--- src/rtl/cct_pkg.sv ---
// Package for the cell cycle capacity tester.
// Holds the transaction payload types, register indexes, sequencer states and
// the fixed arithmetic constants; it depends on nothing else.
package cct_pkg;

    localparam int VOLT_W  = 11;
    localparam int LOAD_W  = 10;
    localparam int TOTAL_W = 34;
    localparam int CAP_W   = 32;
    localparam int PCT_W   = 29;
    localparam int OUTT_W  = 24;
    localparam int CNT_W   = 6;
    localparam int PROD_W  = 17;
    localparam int QUO_W   = 32;

    localparam logic [OUTT_W-1:0] OUT_TIME_MAX = '1;

    // Floor divisions by 23 and 11 are exact for the value ranges met here.
    localparam logic [15:0] DIV23_MUL   = 16'd45591;
    localparam int          DIV23_SHIFT = 20;
    localparam logic [14:0] DIV11_MUL   = 15'd23832;
    localparam int          DIV11_SHIFT = 18;
    localparam logic [31:0] DIV15_MUL   = 32'h8888_8889;
    localparam int          DIV15_SHIFT = 35;

    localparam logic [6:0]        CAP_SCALE  = 7'd100;
    localparam logic [VOLT_W-1:0] VOLT_OFFSET = 11'd25;
    localparam logic [VOLT_W-1:0] MIN_RESET  = 11'd350;
    localparam logic [VOLT_W-1:0] MAX_RESET  = 11'd410;

    localparam logic [CNT_W-1:0] AVG_Q_BITS = 6'd10;
    localparam logic [CNT_W-1:0] CAP_Q_BITS = 6'd32;

    localparam int CFG_IDX_W  = 1;
    localparam int CFG_DATA_W = 11;
    localparam logic [CFG_IDX_W-1:0] CFG_MIN_CV = 1'b0;
    localparam logic [CFG_IDX_W-1:0] CFG_MAX_CV = 1'b1;

    typedef struct packed {
        logic [VOLT_W-1:0] cell_centivolts;
    } t_in_item;

    typedef struct packed {
        logic              charging;
        logic [LOAD_W-1:0] load_current_ma;
        logic [CAP_W-1:0]  capacity_value;
        logic [PCT_W-1:0]  capacity_percent;
        logic [31:0]       cycles_done;
        logic [OUTT_W-1:0] charge_seconds;
        logic [OUTT_W-1:0] discharge_seconds;
    } t_out_item;

    typedef struct packed {
        logic             start;
        logic [CNT_W-1:0] count;
    } t_div_ctl;

    typedef struct packed {
        logic busy;
        logic done;
    } t_div_sts;

    typedef enum logic [3:0] {
        S_IDLE,
        S_LOAD1,
        S_LOAD2,
        S_AVG_GO,
        S_AVG_WAIT,
        S_MUL1,
        S_MUL2,
        S_CAP_GO,
        S_CAP_WAIT,
        S_PCT,
        S_COMMIT
    } t_state;

endpackage

--- src/rtl/cct_stream_ifs.sv ---
// Valid/ready channel interfaces for the input and result transactions.
// Depends on cct_pkg for the payload types.
interface cct_in_if;
    logic              valid;
    logic              ready;
    cct_pkg::t_in_item data;

    modport source (output valid, output data, input ready);
    modport sink (input valid, input data, output ready);
endinterface

interface cct_out_if;
    logic               valid;
    logic               ready;
    cct_pkg::t_out_item data;

    modport source (output valid, output data, input ready);
    modport sink (input valid, input data, output ready);
endinterface

--- src/rtl/cell_cycle_capacity_tester.sv ---
// Top level of the cell cycle capacity tester: sequencer, accumulators and output register.
// Depends on cct_pkg, the channel interfaces and cct_divider.
//
// Each input transaction is one tick carrying the cell voltage. An ordinary tick
// goes through the states LOAD1 and LOAD2, where the load current is found by
// constant reciprocal multiplication, and then COMMIT, where the counters are
// updated and the result is registered. The tick that ends a discharge goes from
// LOAD2 through the bit-serial divider for the ten steps of the average current,
// the multiplications in MUL1 and MUL2, the divider again for the thirty-two steps
// of the capacity, and PCT before COMMIT. With no samples the average division
// is skipped, and a capacity that cannot fit in 32 bits skips the capacity
// division. Input is not accepted while a tick is in work; a finished result
// waits in the output register and the next tick may be taken meanwhile, but
// that tick cannot complete until the waiting result has left. Configuration
// writes are taken at any cycle and are meant to be issued only while the block
// is idle.
module cell_cycle_capacity_tester #(
    parameter int TIME_BITS = 24
) (
    input  logic                           i_clk,
    input  logic                           i_rst_n,
    cct_in_if.sink                         i_in_chan,
    cct_out_if.source                      o_out_chan,
    input  logic                           i_cfg_we,
    input  logic [cct_pkg::CFG_IDX_W-1:0]  i_cfg_index,
    input  logic [cct_pkg::CFG_DATA_W-1:0] i_cfg_data
);

    localparam int DSR_W = (TIME_BITS > cct_pkg::VOLT_W) ? TIME_BITS : cct_pkg::VOLT_W;
    localparam int DVD_W = cct_pkg::PROD_W + TIME_BITS;
    localparam int EXT_W = (TIME_BITS > cct_pkg::OUTT_W) ? TIME_BITS : cct_pkg::OUTT_W;
    localparam logic [TIME_BITS-1:0] TIME_MAX = '1;

    cct_pkg::t_state r_state;
    cct_pkg::t_state n_state;

    logic [cct_pkg::VOLT_W-1:0]  r_min;
    logic [cct_pkg::VOLT_W-1:0]  r_max;

    logic                        r_phase;
    logic [TIME_BITS-1:0]        r_ctime;
    logic [TIME_BITS-1:0]        r_dtime;
    logic [cct_pkg::TOTAL_W-1:0] r_total;
    logic [TIME_BITS-1:0]        r_samples;
    logic [cct_pkg::CAP_W-1:0]   r_cap_hold;
    logic [cct_pkg::PCT_W-1:0]   r_pct_hold;
    logic [31:0]                 r_cycles;

    logic [cct_pkg::VOLT_W-1:0]  r_v;
    logic                        r_finish;
    logic [9:0]                  r_q23;
    logic [cct_pkg::LOAD_W-1:0]  r_load;
    logic [cct_pkg::LOAD_W-1:0]  r_avg;
    logic [cct_pkg::PROD_W-1:0]  r_prod;
    logic [DVD_W-1:0]            r_dvd;

    logic                        r_out_valid;
    cct_pkg::t_out_item          r_out;

    logic                        in_accept;
    logic                        commit_go;
    logic                        cap_sat;
    logic [cct_pkg::VOLT_W-1:0]  cap_div;
    logic [63:0]                 dvd_ext;
    logic [14:0]                 v10;
    logic [30:0]                 m23;
    logic [13:0]                 y10;
    logic [28:0]                 m11;
    logic [63:0]                 m15;

    cct_pkg::t_div_ctl           div_ctl;
    cct_pkg::t_div_sts           div_sts;
    logic [DSR_W-1:0]            div_divisor;
    logic [DSR_W-1:0]            div_rem_init;
    logic [cct_pkg::QUO_W-1:0]   div_bits_init;
    logic [cct_pkg::QUO_W-1:0]   div_quo;

    logic                        n_phase;
    logic [TIME_BITS-1:0]        n_ctime;
    logic [TIME_BITS-1:0]        n_dtime;
    logic [cct_pkg::TOTAL_W-1:0] n_total;
    logic [TIME_BITS-1:0]        n_samples;
    logic [31:0]                 n_cycles;
    logic [cct_pkg::LOAD_W-1:0]  n_load;
    logic [cct_pkg::TOTAL_W:0]   n_sum;
    logic [EXT_W-1:0]            n_ctime_ext;
    logic [EXT_W-1:0]            n_dtime_ext;

    cct_divider #(
        .DSR_W (DSR_W)
    ) u_divider (
        .i_clk       (i_clk),
        .i_rst_n     (i_rst_n),
        .i_ctl       (div_ctl),
        .i_divisor   (div_divisor),
        .i_rem_init  (div_rem_init),
        .i_bits_init (div_bits_init),
        .o_sts       (div_sts),
        .o_quotient  (div_quo)
    );

    assign in_accept       = i_in_chan.valid && i_in_chan.ready;
    assign o_out_chan.valid = r_out_valid;
    assign o_out_chan.data  = r_out;

    always_comb begin
        v10     = {r_v, 3'b000} + {2'b00, r_v, 1'b0};
        m23     = 31'(v10) * 31'(cct_pkg::DIV23_MUL);
        y10     = {r_q23, 3'b000} + {2'b00, r_q23, 1'b0};
        m11     = 29'(y10) * 29'(cct_pkg::DIV11_MUL);
        m15     = 64'(r_cap_hold) * 64'(cct_pkg::DIV15_MUL);
        dvd_ext = 64'(r_dvd);
        cap_div = r_max - cct_pkg::VOLT_OFFSET;
        cap_sat = (r_max <= cct_pkg::VOLT_OFFSET) || (dvd_ext[63:32] >= 32'(cap_div));
    end

    always_comb begin
        if (r_state == cct_pkg::S_AVG_GO) begin
            div_divisor   = DSR_W'(r_samples);
            div_rem_init  = DSR_W'(r_total[cct_pkg::TOTAL_W-1:10]);
            div_bits_init = {r_total[9:0], 22'd0};
        end else begin
            div_divisor   = DSR_W'(cap_div);
            div_rem_init  = DSR_W'(dvd_ext[63:32]);
            div_bits_init = dvd_ext[31:0];
        end
    end

    always_ff @(posedge i_clk) begin
        if (!i_rst_n) begin
            r_state <= cct_pkg::S_IDLE;
        end else begin
            r_state <= n_state;
        end
    end

    always_comb begin
        n_state           = r_state;
        i_in_chan.ready   = 1'b0;
        div_ctl.start     = 1'b0;
        div_ctl.count     = (r_state == cct_pkg::S_AVG_GO) ? cct_pkg::AVG_Q_BITS :
                                                             cct_pkg::CAP_Q_BITS;
        commit_go         = 1'b0;
        case (r_state)
            cct_pkg::S_IDLE: begin
                i_in_chan.ready = 1'b1;
                if (i_in_chan.valid) begin
                    n_state = cct_pkg::S_LOAD1;
                end
            end
            cct_pkg::S_LOAD1: begin
                n_state = cct_pkg::S_LOAD2;
            end
            cct_pkg::S_LOAD2: begin
                n_state = r_finish ? cct_pkg::S_AVG_GO : cct_pkg::S_COMMIT;
            end
            cct_pkg::S_AVG_GO: begin
                if (r_samples == '0) begin
                    n_state = cct_pkg::S_MUL1;
                end else begin
                    div_ctl.start = 1'b1;
                    n_state       = cct_pkg::S_AVG_WAIT;
                end
            end
            cct_pkg::S_AVG_WAIT: begin
                if (div_sts.done) begin
                    n_state = cct_pkg::S_MUL1;
                end
            end
            cct_pkg::S_MUL1: begin
                n_state = cct_pkg::S_MUL2;
            end
            cct_pkg::S_MUL2: begin
                n_state = cct_pkg::S_CAP_GO;
            end
            cct_pkg::S_CAP_GO: begin
                if (cap_sat) begin
                    n_state = cct_pkg::S_PCT;
                end else begin
                    div_ctl.start = 1'b1;
                    n_state       = cct_pkg::S_CAP_WAIT;
                end
            end
            cct_pkg::S_CAP_WAIT: begin
                if (div_sts.done) begin
                    n_state = cct_pkg::S_PCT;
                end
            end
            cct_pkg::S_PCT: begin
                n_state = cct_pkg::S_COMMIT;
            end
            cct_pkg::S_COMMIT: begin
                if (!r_out_valid || o_out_chan.ready) begin
                    commit_go = 1'b1;
                    n_state   = cct_pkg::S_IDLE;
                end
            end
            default: begin
                n_state = cct_pkg::S_IDLE;
            end
        endcase
    end

    always_comb begin
        n_phase   = r_phase;
        n_ctime   = r_ctime;
        n_dtime   = r_dtime;
        n_total   = r_total;
        n_samples = r_samples;
        n_cycles  = r_cycles;
        n_load    = '0;
        n_sum     = '0;
        if (r_finish) begin
            n_ctime  = '0;
            n_cycles = r_cycles + 32'd1;
            n_phase  = 1'b1;
        end
        if (n_phase && (r_v > r_max)) begin
            n_dtime   = '0;
            n_samples = '0;
            n_total   = '0;
            n_phase   = 1'b0;
        end
        if (!n_phase) begin
            if (n_dtime != TIME_MAX) begin
                n_dtime = n_dtime + 1'b1;
            end
            n_load = r_load;
            if ((r_load != '0) && (n_samples != TIME_MAX)) begin
                n_sum     = {1'b0, n_total} + (cct_pkg::TOTAL_W + 1)'(r_load);
                n_total   = n_sum[cct_pkg::TOTAL_W] ? '1 : n_sum[cct_pkg::TOTAL_W-1:0];
                n_samples = n_samples + 1'b1;
            end
        end else if (n_ctime != TIME_MAX) begin
            n_ctime = n_ctime + 1'b1;
        end
        n_ctime_ext = EXT_W'(n_ctime);
        n_dtime_ext = EXT_W'(n_dtime);
    end

    always_ff @(posedge i_clk) begin
        if (!i_rst_n) begin
            r_min <= cct_pkg::MIN_RESET;
            r_max <= cct_pkg::MAX_RESET;
        end else if (i_cfg_we) begin
            case (i_cfg_index)
                cct_pkg::CFG_MIN_CV: r_min <= i_cfg_data;
                cct_pkg::CFG_MAX_CV: r_max <= i_cfg_data;
                default: begin
                end
            endcase
        end
    end

    always_ff @(posedge i_clk) begin
        if (!i_rst_n) begin
            r_phase     <= 1'b0;
            r_ctime     <= '0;
            r_dtime     <= '0;
            r_total     <= '0;
            r_samples   <= '0;
            r_cap_hold  <= '0;
            r_pct_hold  <= '0;
            r_cycles    <= '0;
            r_out_valid <= 1'b0;
        end else begin
            if (commit_go) begin
                r_out_valid <= 1'b1;
                r_phase     <= n_phase;
                r_ctime     <= n_ctime;
                r_dtime     <= n_dtime;
                r_total     <= n_total;
                r_samples   <= n_samples;
                r_cycles    <= n_cycles;
            end else if (o_out_chan.ready) begin
                r_out_valid <= 1'b0;
            end
            if ((r_state == cct_pkg::S_CAP_GO) && cap_sat) begin
                r_cap_hold <= '1;
            end else if ((r_state == cct_pkg::S_CAP_WAIT) && div_sts.done) begin
                r_cap_hold <= div_quo;
            end
            if (r_state == cct_pkg::S_PCT) begin
                r_pct_hold <= m15[cct_pkg::DIV15_SHIFT +: cct_pkg::PCT_W];
            end
        end
    end

    always_ff @(posedge i_clk) begin
        if (in_accept) begin
            r_v      <= i_in_chan.data.cell_centivolts;
            r_finish <= !r_phase && (i_in_chan.data.cell_centivolts <= r_min);
        end
        if (r_state == cct_pkg::S_LOAD1) begin
            r_q23 <= m23[cct_pkg::DIV23_SHIFT +: 10];
        end
        if (r_state == cct_pkg::S_LOAD2) begin
            r_load <= m11[cct_pkg::DIV11_SHIFT +: cct_pkg::LOAD_W];
        end
        if ((r_state == cct_pkg::S_AVG_GO) && (r_samples == '0)) begin
            r_avg <= '0;
        end else if ((r_state == cct_pkg::S_AVG_WAIT) && div_sts.done) begin
            r_avg <= div_quo[cct_pkg::LOAD_W-1:0];
        end
        if (r_state == cct_pkg::S_MUL1) begin
            r_prod <= cct_pkg::PROD_W'(r_avg * cct_pkg::CAP_SCALE);
        end
        if (r_state == cct_pkg::S_MUL2) begin
            r_dvd <= DVD_W'(r_prod) * DVD_W'(r_dtime);
        end
        if (commit_go) begin
            r_out.charging          <= n_phase;
            r_out.load_current_ma   <= n_load;
            r_out.capacity_value    <= r_cap_hold;
            r_out.capacity_percent  <= r_pct_hold;
            r_out.cycles_done       <= n_cycles;
            r_out.charge_seconds    <= (n_ctime_ext > EXT_W'(cct_pkg::OUT_TIME_MAX)) ?
                                       cct_pkg::OUT_TIME_MAX :
                                       n_ctime_ext[cct_pkg::OUTT_W-1:0];
            r_out.discharge_seconds <= (n_dtime_ext > EXT_W'(cct_pkg::OUT_TIME_MAX)) ?
                                       cct_pkg::OUT_TIME_MAX :
                                       n_dtime_ext[cct_pkg::OUTT_W-1:0];
        end
    end

endmodule

--- src/rtl/cct_divider.sv ---
// Shared restoring divider, one quotient bit per cycle.
// Depends on cct_pkg for the control and status structs.
module cct_divider #(
    parameter int DSR_W = 24
) (
    input  logic                    i_clk,
    input  logic                    i_rst_n,
    input  cct_pkg::t_div_ctl       i_ctl,
    input  logic [DSR_W-1:0]        i_divisor,
    input  logic [DSR_W-1:0]        i_rem_init,
    input  logic [cct_pkg::QUO_W-1:0] i_bits_init,
    output cct_pkg::t_div_sts       o_sts,
    output logic [cct_pkg::QUO_W-1:0] o_quotient
);

    logic [DSR_W-1:0]          r_rem;
    logic [DSR_W-1:0]          r_div;
    logic [cct_pkg::QUO_W-1:0] r_bits;
    logic [cct_pkg::QUO_W-1:0] r_quo;
    logic [cct_pkg::CNT_W-1:0] r_cnt;
    logic                      r_busy;
    logic                      r_done;
    logic [DSR_W:0]            trial;
    logic [DSR_W:0]            diff;
    logic                      qbit;

    always_comb begin
        trial = {r_rem, r_bits[cct_pkg::QUO_W-1]};
        diff  = trial - {1'b0, r_div};
        qbit  = (trial >= {1'b0, r_div});
    end

    always_ff @(posedge i_clk) begin
        if (!i_rst_n) begin
            r_busy <= 1'b0;
            r_done <= 1'b0;
            r_cnt  <= '0;
        end else begin
            r_done <= 1'b0;
            if (i_ctl.start) begin
                r_busy <= 1'b1;
                r_cnt  <= i_ctl.count;
            end else if (r_busy) begin
                r_cnt <= r_cnt - 1'b1;
                if (r_cnt == cct_pkg::CNT_W'(1)) begin
                    r_busy <= 1'b0;
                    r_done <= 1'b1;
                end
            end
        end
    end

    always_ff @(posedge i_clk) begin
        if (i_ctl.start) begin
            r_rem  <= i_rem_init;
            r_div  <= i_divisor;
            r_bits <= i_bits_init;
            r_quo  <= '0;
        end else if (r_busy) begin
            r_rem  <= qbit ? diff[DSR_W-1:0] : trial[DSR_W-1:0];
            r_bits <= {r_bits[cct_pkg::QUO_W-2:0], 1'b0};
            r_quo  <= {r_quo[cct_pkg::QUO_W-2:0], qbit};
        end
    end

    assign o_sts.busy = r_busy;
    assign o_sts.done = r_done;
    assign o_quotient = r_quo;

endmodule

--- src/flat_wrapper.sv ---
// flat-port wrapper written by rule: the top's interface ports become plain ports
module cell_cycle_capacity_tester_flat 
#(
    parameter int TIME_BITS = 24
)
  (i_clk, i_rst_n, i_cfg_we, i_cfg_index, i_cfg_data, i_in_chan_valid, i_in_chan_data, i_in_chan_ready, o_out_chan_valid, o_out_chan_data, o_out_chan_ready);
  cct_in_if i_in_chan_i ();
  cct_out_if o_out_chan_i ();
  input  logic i_clk;
  input  logic i_rst_n;
  input  logic i_cfg_we;
  input  logic [cct_pkg::CFG_IDX_W-1:0] i_cfg_index;
  input  logic [cct_pkg::CFG_DATA_W-1:0] i_cfg_data;
  input wire logic [$bits(i_in_chan_i.valid)-1:0] i_in_chan_valid;
  input wire logic [$bits(i_in_chan_i.data)-1:0] i_in_chan_data;
  output wire logic [$bits(i_in_chan_i.ready)-1:0] i_in_chan_ready;
  output wire logic [$bits(o_out_chan_i.valid)-1:0] o_out_chan_valid;
  output wire logic [$bits(o_out_chan_i.data)-1:0] o_out_chan_data;
  input wire logic [$bits(o_out_chan_i.ready)-1:0] o_out_chan_ready;
  assign i_in_chan_i.valid = i_in_chan_valid;
  assign i_in_chan_i.data = i_in_chan_data;
  assign i_in_chan_ready = i_in_chan_i.ready;
  assign o_out_chan_valid = o_out_chan_i.valid;
  assign o_out_chan_data = o_out_chan_i.data;
  assign o_out_chan_i.ready = o_out_chan_ready;
  cell_cycle_capacity_tester #(.TIME_BITS(TIME_BITS)) u_core (.i_clk(i_clk), .i_rst_n(i_rst_n), .i_in_chan(i_in_chan_i), .o_out_chan(o_out_chan_i), .i_cfg_we(i_cfg_we), .i_cfg_index(i_cfg_index), .i_cfg_data(i_cfg_data));
endmodule
--- config.mk ---
export PLATFORM = sky130hd
export DESIGN_NAME = cell_cycle_capacity_tester_flat
export DESIGN_NICKNAME = d
export VERILOG_FILES = /design/src/rtl/cct_pkg.sv /design/src/rtl/cct_stream_ifs.sv /design/src/rtl/cell_cycle_capacity_tester.sv /design/src/rtl/cct_divider.sv /design/src/flat_wrapper.sv
export SDC_FILE = /design/constraint.sdc
export NUM_CORES = 2
export LEC_CHECK = 0
export ABC_CLOCK_PERIOD_IN_PS = 18500
export BUFFER_PORTS_ARGS = -buffer_cell sky130_fd_sc_hd__buf_2
export CAP_MARGIN = 20
export CELL_PAD_IN_SITES_DETAIL_PLACEMENT = 0
export CELL_PAD_IN_SITES_GLOBAL_PLACEMENT = 1
export CORE_MARGIN = 2
export CORE_UTILIZATION = 47
export CTS_CLUSTER_DIAMETER = 60
export DETAILED_ROUTE_END_ITERATION = 12
export GPL_TIMING_DRIVEN = 0
export HOLD_SLACK_MARGIN = 0.08
export PLACE_DENSITY_LB_ADDON = 0.1
export SETUP_SLACK_MARGIN = 0.02
export SLEW_MARGIN = 20
export SYNTH_ARGS = -nofsm -noshare
export SYNTH_HDL_FRONTEND = slang
export SYNTH_SLANG_ARGS = --single-unit
--- constraint.sdc ---
create_clock -name i_clk -period 18.5 [get_ports i_clk]
set_input_delay 0 -clock i_clk [delete_from_list [all_inputs] [get_ports i_clk]]
set_output_delay 0 -clock i_clk [all_outputs]
set_load 0.05 [all_outputs]
# == Word-level counts from Yosys, hierarchy flattened ==
# Cells that the tools add are included.
# word_totals
reg_bits,595
elab_cells,148
output_inout_bits,154
input_bits,28
# op_classes
multipliers,5
bitwise,3
n_reduce_logical,22
addsub,10
eq_ne,18
magnitude_cmp,7
muxes,49
# op_table
operator,n
24-bit two-way mux,13
32-bit two-way mux,6
34-bit two-way mux,4
24-bit by 1-bit adder with 24-bit output (second input constant),3
24-bit != test (second input constant),3
32-bit by 32-bit multiplier with 64-bit output (second input constant),1
24-bit > comparator (second input constant),2
4-bit one-hot mux with 11 select lines,1
15-bit by 24-bit multiplier with 39-bit output,1
34-bit by 10-bit adder with 35-bit output,1
32-bit by 1-bit adder with 32-bit output (second input constant),1
15-bit by 16-bit multiplier with 30-bit output (second input constant),1
25-bit by 24-bit >= comparator with 1-bit output,1
14-bit by 12-bit multiplier with 25-bit output (second input constant),1
24-bit logical NOT,1
24-bit subtractor,1
4-bit two-way mux,5
6-bit two-way mux,3
4-bit by 3-bit equality test with 1-bit output (second input constant),4
14-bit by 12-bit adder with 15-bit output,1
10-bit by 5-bit multiplier with 15-bit output (second input constant),1
1-bit two-way mux,15
13-bit by 11-bit adder with 14-bit output,1
4-bit equality test (second input constant),3
23 further kinds,40

# == Depth between registers and ports, before layout ==
# logic_depth
word_depth,7
depth_mapped,33

# == By module ==
# A second synthesis with hierarchy kept.
# hier_totals
cells_unflattened,5662
hier_area_um2,55737.2
# modules_own_cells
module,cells_per_inst,area_per_inst_um2,n_inst,seq_area_each_um2
cell_cycle_capacity_tester,5140,49505.0,1,11891.4
cct_divider,522,6232.2,1,3203.1

# == Worst setup path before layout ==
# Ideal clock, no wire load.
# synth_path
kind,flip-flop to flip-flop
startpoint,register u_core.r_v[1] (netlist name)
endpoint,register u_core.r_q23[9] (data pin)
setup_ns,0.268
arrival_ns,7.011
path_slack_ns,11.221
stages_incl_launch_ff,32
n_path_buf,0
path_cell_list,edfxtp_1 -> inv_1 -> fa_1 -> inv_1 -> a21oi_1 -> o21bai_1 -> a21oi_1 -> o21bai_1 -> a21oi_1 -> o21ai_0 -> and2_1 -> o21ai_0 -> xnor2_1 -> fa_1 -> inv_1 -> fa_1 -> inv_1 -> fa_1 -> inv_1 -> fa_1 -> fa_1 -> inv_1 -> fa_1 -> ha_1 -> o22ai_1 -> a2111oi_0 -> o31ai_1 -> nand3_1 -> a31oi_1 -> a21oi_1 -> a21oi_1 -> xnor3_1
# synth_between
elab_chain_cells,2
# synth_lines
element,line,source
"start, declared",cell_cycle_capacity_tester.sv:49,logic [cct_pkg::VOLT_W-1:0] r_v;
"start signal, assigned",cell_cycle_capacity_tester.sv:291,r_v <= i_in_chan.data.cell_centivolts;
14-bit by 12-bit adder with 15-bit output,cell_cycle_capacity_tester.sv:107,"v10 = {r_v, 3'b000} + {2'b00, r_v, 1'b0};"
15-bit by 16-bit multiplier with 30-bit output,cell_cycle_capacity_tester.sv:108,m23 = 31'(v10) * 31'(cct_pkg::DIV23_MUL);
named net u_core.m23[29],cell_cycle_capacity_tester.sv:66,logic [30:0] m23;
"end signal, assigned",cell_cycle_capacity_tester.sv:295,r_q23 <= m23[cct_pkg::DIV23_SHIFT +: 10];
"end, declared",cell_cycle_capacity_tester.sv:51,logic [9:0] r_q23;
# The timed path passes the listed nets, and every way through them passes these cells.
# A chain may end at the register's enable or synchronous reset.

# == Worst setup path in the final report ==
# Ends and elaborated chain as after synthesis.

==> flow_summary_export.csv <==
group,metric,value,unit
sta,setup_viol,0,
die,rows,125,
global_route,grt_pass1_vias,40800,
yosys,async_flop_share,0,%
clock_tree,cts_tree,"built",
run,cap_viol_max_count,0,
sta,min_period_over_period,46.3,%
sta,whs,0.118,ns
worst_setup_path,required,18.86,ns
clock_tree,cts-root-buf,"clkbuf_16",
worst_hold_path,hold_path.class,"primary input to flop",
yosys,synthesis.area,55000,µm²
die,start_util,47.4,%
drt,wl_per_cell,20.2,µm
sta,slew_headroom,21.1,%
yosys,synth_compound_area_share,9.52,%
worst_setup_path,cp_slowest_cell,"a2111oi_1",
worst_setup_path,path_class,"flop to flop",
clock_tree,htree_levels,3,
clock_tree,clkSlewWorstSetupHoldPaths,0.06,ns
yosys,synth_fa_ha_area_share,36.8,%
worst_setup_path,cpMostUsedCell,"fa_1",
placed_design,globalplace.congestion,0.905,
finish,layout.nets,7248,
worst_setup_path,reg2reg_depth,29,
yosys,ys_seq_area_share,27.3,%
sta,maxSlewViolCount,0,
yosys,synth_top_family_by_area,"adder cells",
global_route,grt_max_degree,40,
yosys,syn_nets,6932,
worst_setup_path,r2r_setup_slack,9.93,ns
yosys,synth.area.mux_share,1.93,%
global_route,grt-ovfl-total,0,
worst_setup_path,cp.arrival,8.93,ns
sta,fmax,0.117,GHz
yosys,synth_ff_type,"edfxtp_1",
placed_design,io_buffers,180,
sta,rsz0062_at_grt,"no",
sta,min_period,8.57,ns
die,die_height,346,µm
sta,worstMarginPinSlew,1.18,ns
drt,vias_per_cell,5.33,
worst_setup_path,crit_start,"u_core.r_v[1]$_DFFE_PP_",
worst_setup_path,end_kind,"flop",
die,ios,182,
sta,clock_skew,0.0461,ns
outcome,status,"finished, final reports clean",
global_route,grt_pass1_wl,239,mm
worst_setup_path,worst_path_largest_cell_delay,0.69,ns
yosys,ys_types,95,
drt,drt_iter0_drc,2405,
worst_setup_path,cp-start-kind,"flop",
yosys,synthSimpleGateAreaFrac,13.2,%
clock_tree,cts.repair.resized,0,
yosys,synth_edf_count,316,
clock_tree,post-cts-setup-buffer-count,0,
yosys,synth-xor-area-share,4.05,%
clock_tree,numCtsBuffers,76,
worst_setup_path,cp-endpoint,"u_core.r_q23[9]$_DFFE_PN_",
drt,antenna_left,0,
drt,wl,152,mm
sta,setup_tns,0,ns
worst_hold_path,min_path_cells,2,
placed_design,dp_hpwl,123,mm
clock_tree,insertion_delay,0.66,ns
worst_setup_path,crit_fanout,8,
drt,drc,0,
finish,layout_commonest_cell,"inv_1",
yosys,synth_cells,5619,
die,die_w,346,µm
worst_setup_path,r2r-end,"u_core.r_q23[9]$_DFFE_PN_",
sta,final-hold-violation-count,0,
die,core,116000,µm²
worst_setup_path,r2r-start,"u_core.r_v[1]$_DFFE_PP_",
finish,area_growth,11.0,%
finish,nFillCells,10900,
die,die_area,120000,µm²
yosys,yosys_warnings,0,
finish,layout_common_cells,"847 x inv_1, 731 x ha_1, 554 x fa_1",
drt,via_count,40100,
finish,drive_gt1_share,6.73,%
clock_tree,ctsHoldBuffers,43,
global_route,antenna_found_initial,6,
drt,firstDrtPassIters,5,
clock_tree,cts_buffer_depth,3,
clock_tree,cts.sinks,593,
global_route,grt_usage,25.7,%
yosys,ys_ff_latch,593,
yosys,syn_avg_cell_area,9.80,µm²
[worst min path at each step]
stage	end	from
2_1_floorplan	u_core.r_v[0]$_DFFE_PP_	i_in_chan_data[0]
3_3_place_gp	u_core.r_v[0]$_DFFE_PP_	i_in_chan_data[0]
3_5_place_dp	u_core.r_v[0]$_DFFE_PP_	i_in_chan_data[0]
4_1_cts	u_core.r_v[8]$_DFFE_PP_	i_in_chan_data[8]
5_1_grt	u_core.r_v[9]$_DFFE_PP_	i_in_chan_data[9]
6_report	u_core.r_v[9]$_DFFE_PP_	i_in_chan_data[9]
[registers in the layout, summed over array words and instances (netlist names), 11 cells and up]
name                         count
u_core.o_out_chan.data         152
u_core.r_cap_hold               32
u_core.r_ctime                  24
u_core.r_cycles                 32
u_core.r_dtime                  24
u_core.r_dvd                    39
u_core.r_max                    11
u_core.r_min                    11
u_core.r_pct_hold               29
u_core.r_prod                   15
u_core.r_samples                24
u_core.r_total                  34
u_core.r_v                      11
u_core.u_divider.o_quotient     32
u_core.u_divider.r_bits         30
u_core.u_divider.r_div          24
u_core.u_divider.r_rem          24
[cells in the mapped netlist (all sizes together) (7+ instances only)]
| library cell | n | area, µm² |
|---|---|---|
| nor2b | 36 | 225 |
| edfxtp | 316 | 9490 |
| and4 | 14 | 125 |
| inv | 848 | 3180 |
| clkbuf | 181 | 679 |
| o211ai | 25 | 188 |
| mux2i | 98 | 981 |
| nand3b | 8 | 60.1 |
| nand2b | 35 | 219 |
| a31oi | 33 | 206 |
| o221a | 7 | 78.8 |
| ha | 731 | 9150 |
| a31o | 8 | 70.1 |
| nor4 | 28 | 203 |
| or2 | 9 | 56.3 |
| a22oi | 30 | 225 |
| dfxtp | 277 | 5550 |
| or3 | 28 | 180 |
| nor3b | 9 | 67.6 |
| and3 | 48 | 305 |
| xnor2 | 155 | 1360 |
| nor3 | 78 | 402 |
| nand4 | 46 | 294 |
| o21bai | 22 | 165 |
| a21oi | 280 | 1410 |
| o21ai | 213 | 1080 |
| a211oi | 22 | 175 |
| nor2 | 287 | 1080 |
| a311oi | 9 | 78.8 |
| mux2 | 7 | 78.8 |
| nand3 | 95 | 475 |
| xor2 | 97 | 850 |
| and2 | 210 | 1320 |
| nand2 | 535 | 2010 |
| or4 | 8 | 71.3 |
| o21a | 38 | 285 |
| a211o | 7 | 61.3 |
| fa | 554 | 11100 |
| a21o | 79 | 594 |
| nand4b | 8 | 70.1 |
| a2111oi | 7 | 71.3 |
| buf | 27 | 134 |
| o31ai | 10 | 85.1 |
[metal layers]
| metal | routed length, µm | vias to the layer above | global-route usage, % |
|---|---|---|---|
| li1 | - | 19400 | - |
| met1 | 73600 | 19700 | 37.2 |
| met2 | 68200 | 859 | 40.9 |
| met3 | 6830 | 158 | 2.86 |
| met4 | 3590 | 2 | 6.64 |
| met5 | 13 | - | 0 |
[through the flow]
| step | utilization, % | cells | instance area [µm²] | setup WS [ns] |
|---|---|---|---|---|
| 2_1_floorplan | - | 5619 | 55000 | 11.22 |
| 3_3_place_gp | 49.8 | 7323 | 57900 | 8.76 |
| 3_5_place_dp | 50.0 | 7338 | 58100 | 9.77 |
| 4_1_cts | 52.6 | 7523 | 61100 | 9.68 |
| 5_1_grt | 52.6 | 7523 | 61100 | 9.24 |
| 6_report | 52.6 | 7524 | 61100 | 9.93 |
[cell families after synthesis]
family,count (synthesis)
AOI/OAI and AO/OA,837
and+or+nand+nor,1490
buffers and inverters,1056
DFF,593
muxes,105
adders and majority gates,1285
xor gates and xnor gates,253
[worst max-delay path: cells and delay by family, from the launching register on]
| kind | cells | cell delay [ns] |
|---|---|---|
| buffers and inverters | 4 | 0.38 |
| DFF | 1 | 0.63 |
| and+or+nand+nor | 2 | 0.37 |
| adders and majority gates | 8 | 3.75 |
| xor gates and xnor gates | 2 | 0.69 |
| AOI/OAI and AO/OA | 13 | 2.48 |
[cell type report]
class / instances / area, µm² / area share (%)
tap: 1524 / 1910 / 3.12
timing repair buffer: 238 / 1550 / 2.54
buffer: 208 / 818 / 1.34
inverter: 848 / 3180 / 5.21
multi-input combinational: 3970 / 36100 / 59.0
clock buffer: 109 / 2230 / 3.65
sequential: 593 / 15000 / 24.6
clock inverter: 33 / 303 / 0.496
antenna: 1 / 2.50 / 0.00410
Power is not shown: default switching activity piles up to over one toggle a cycle in this logic, so the estimate is an artifact.
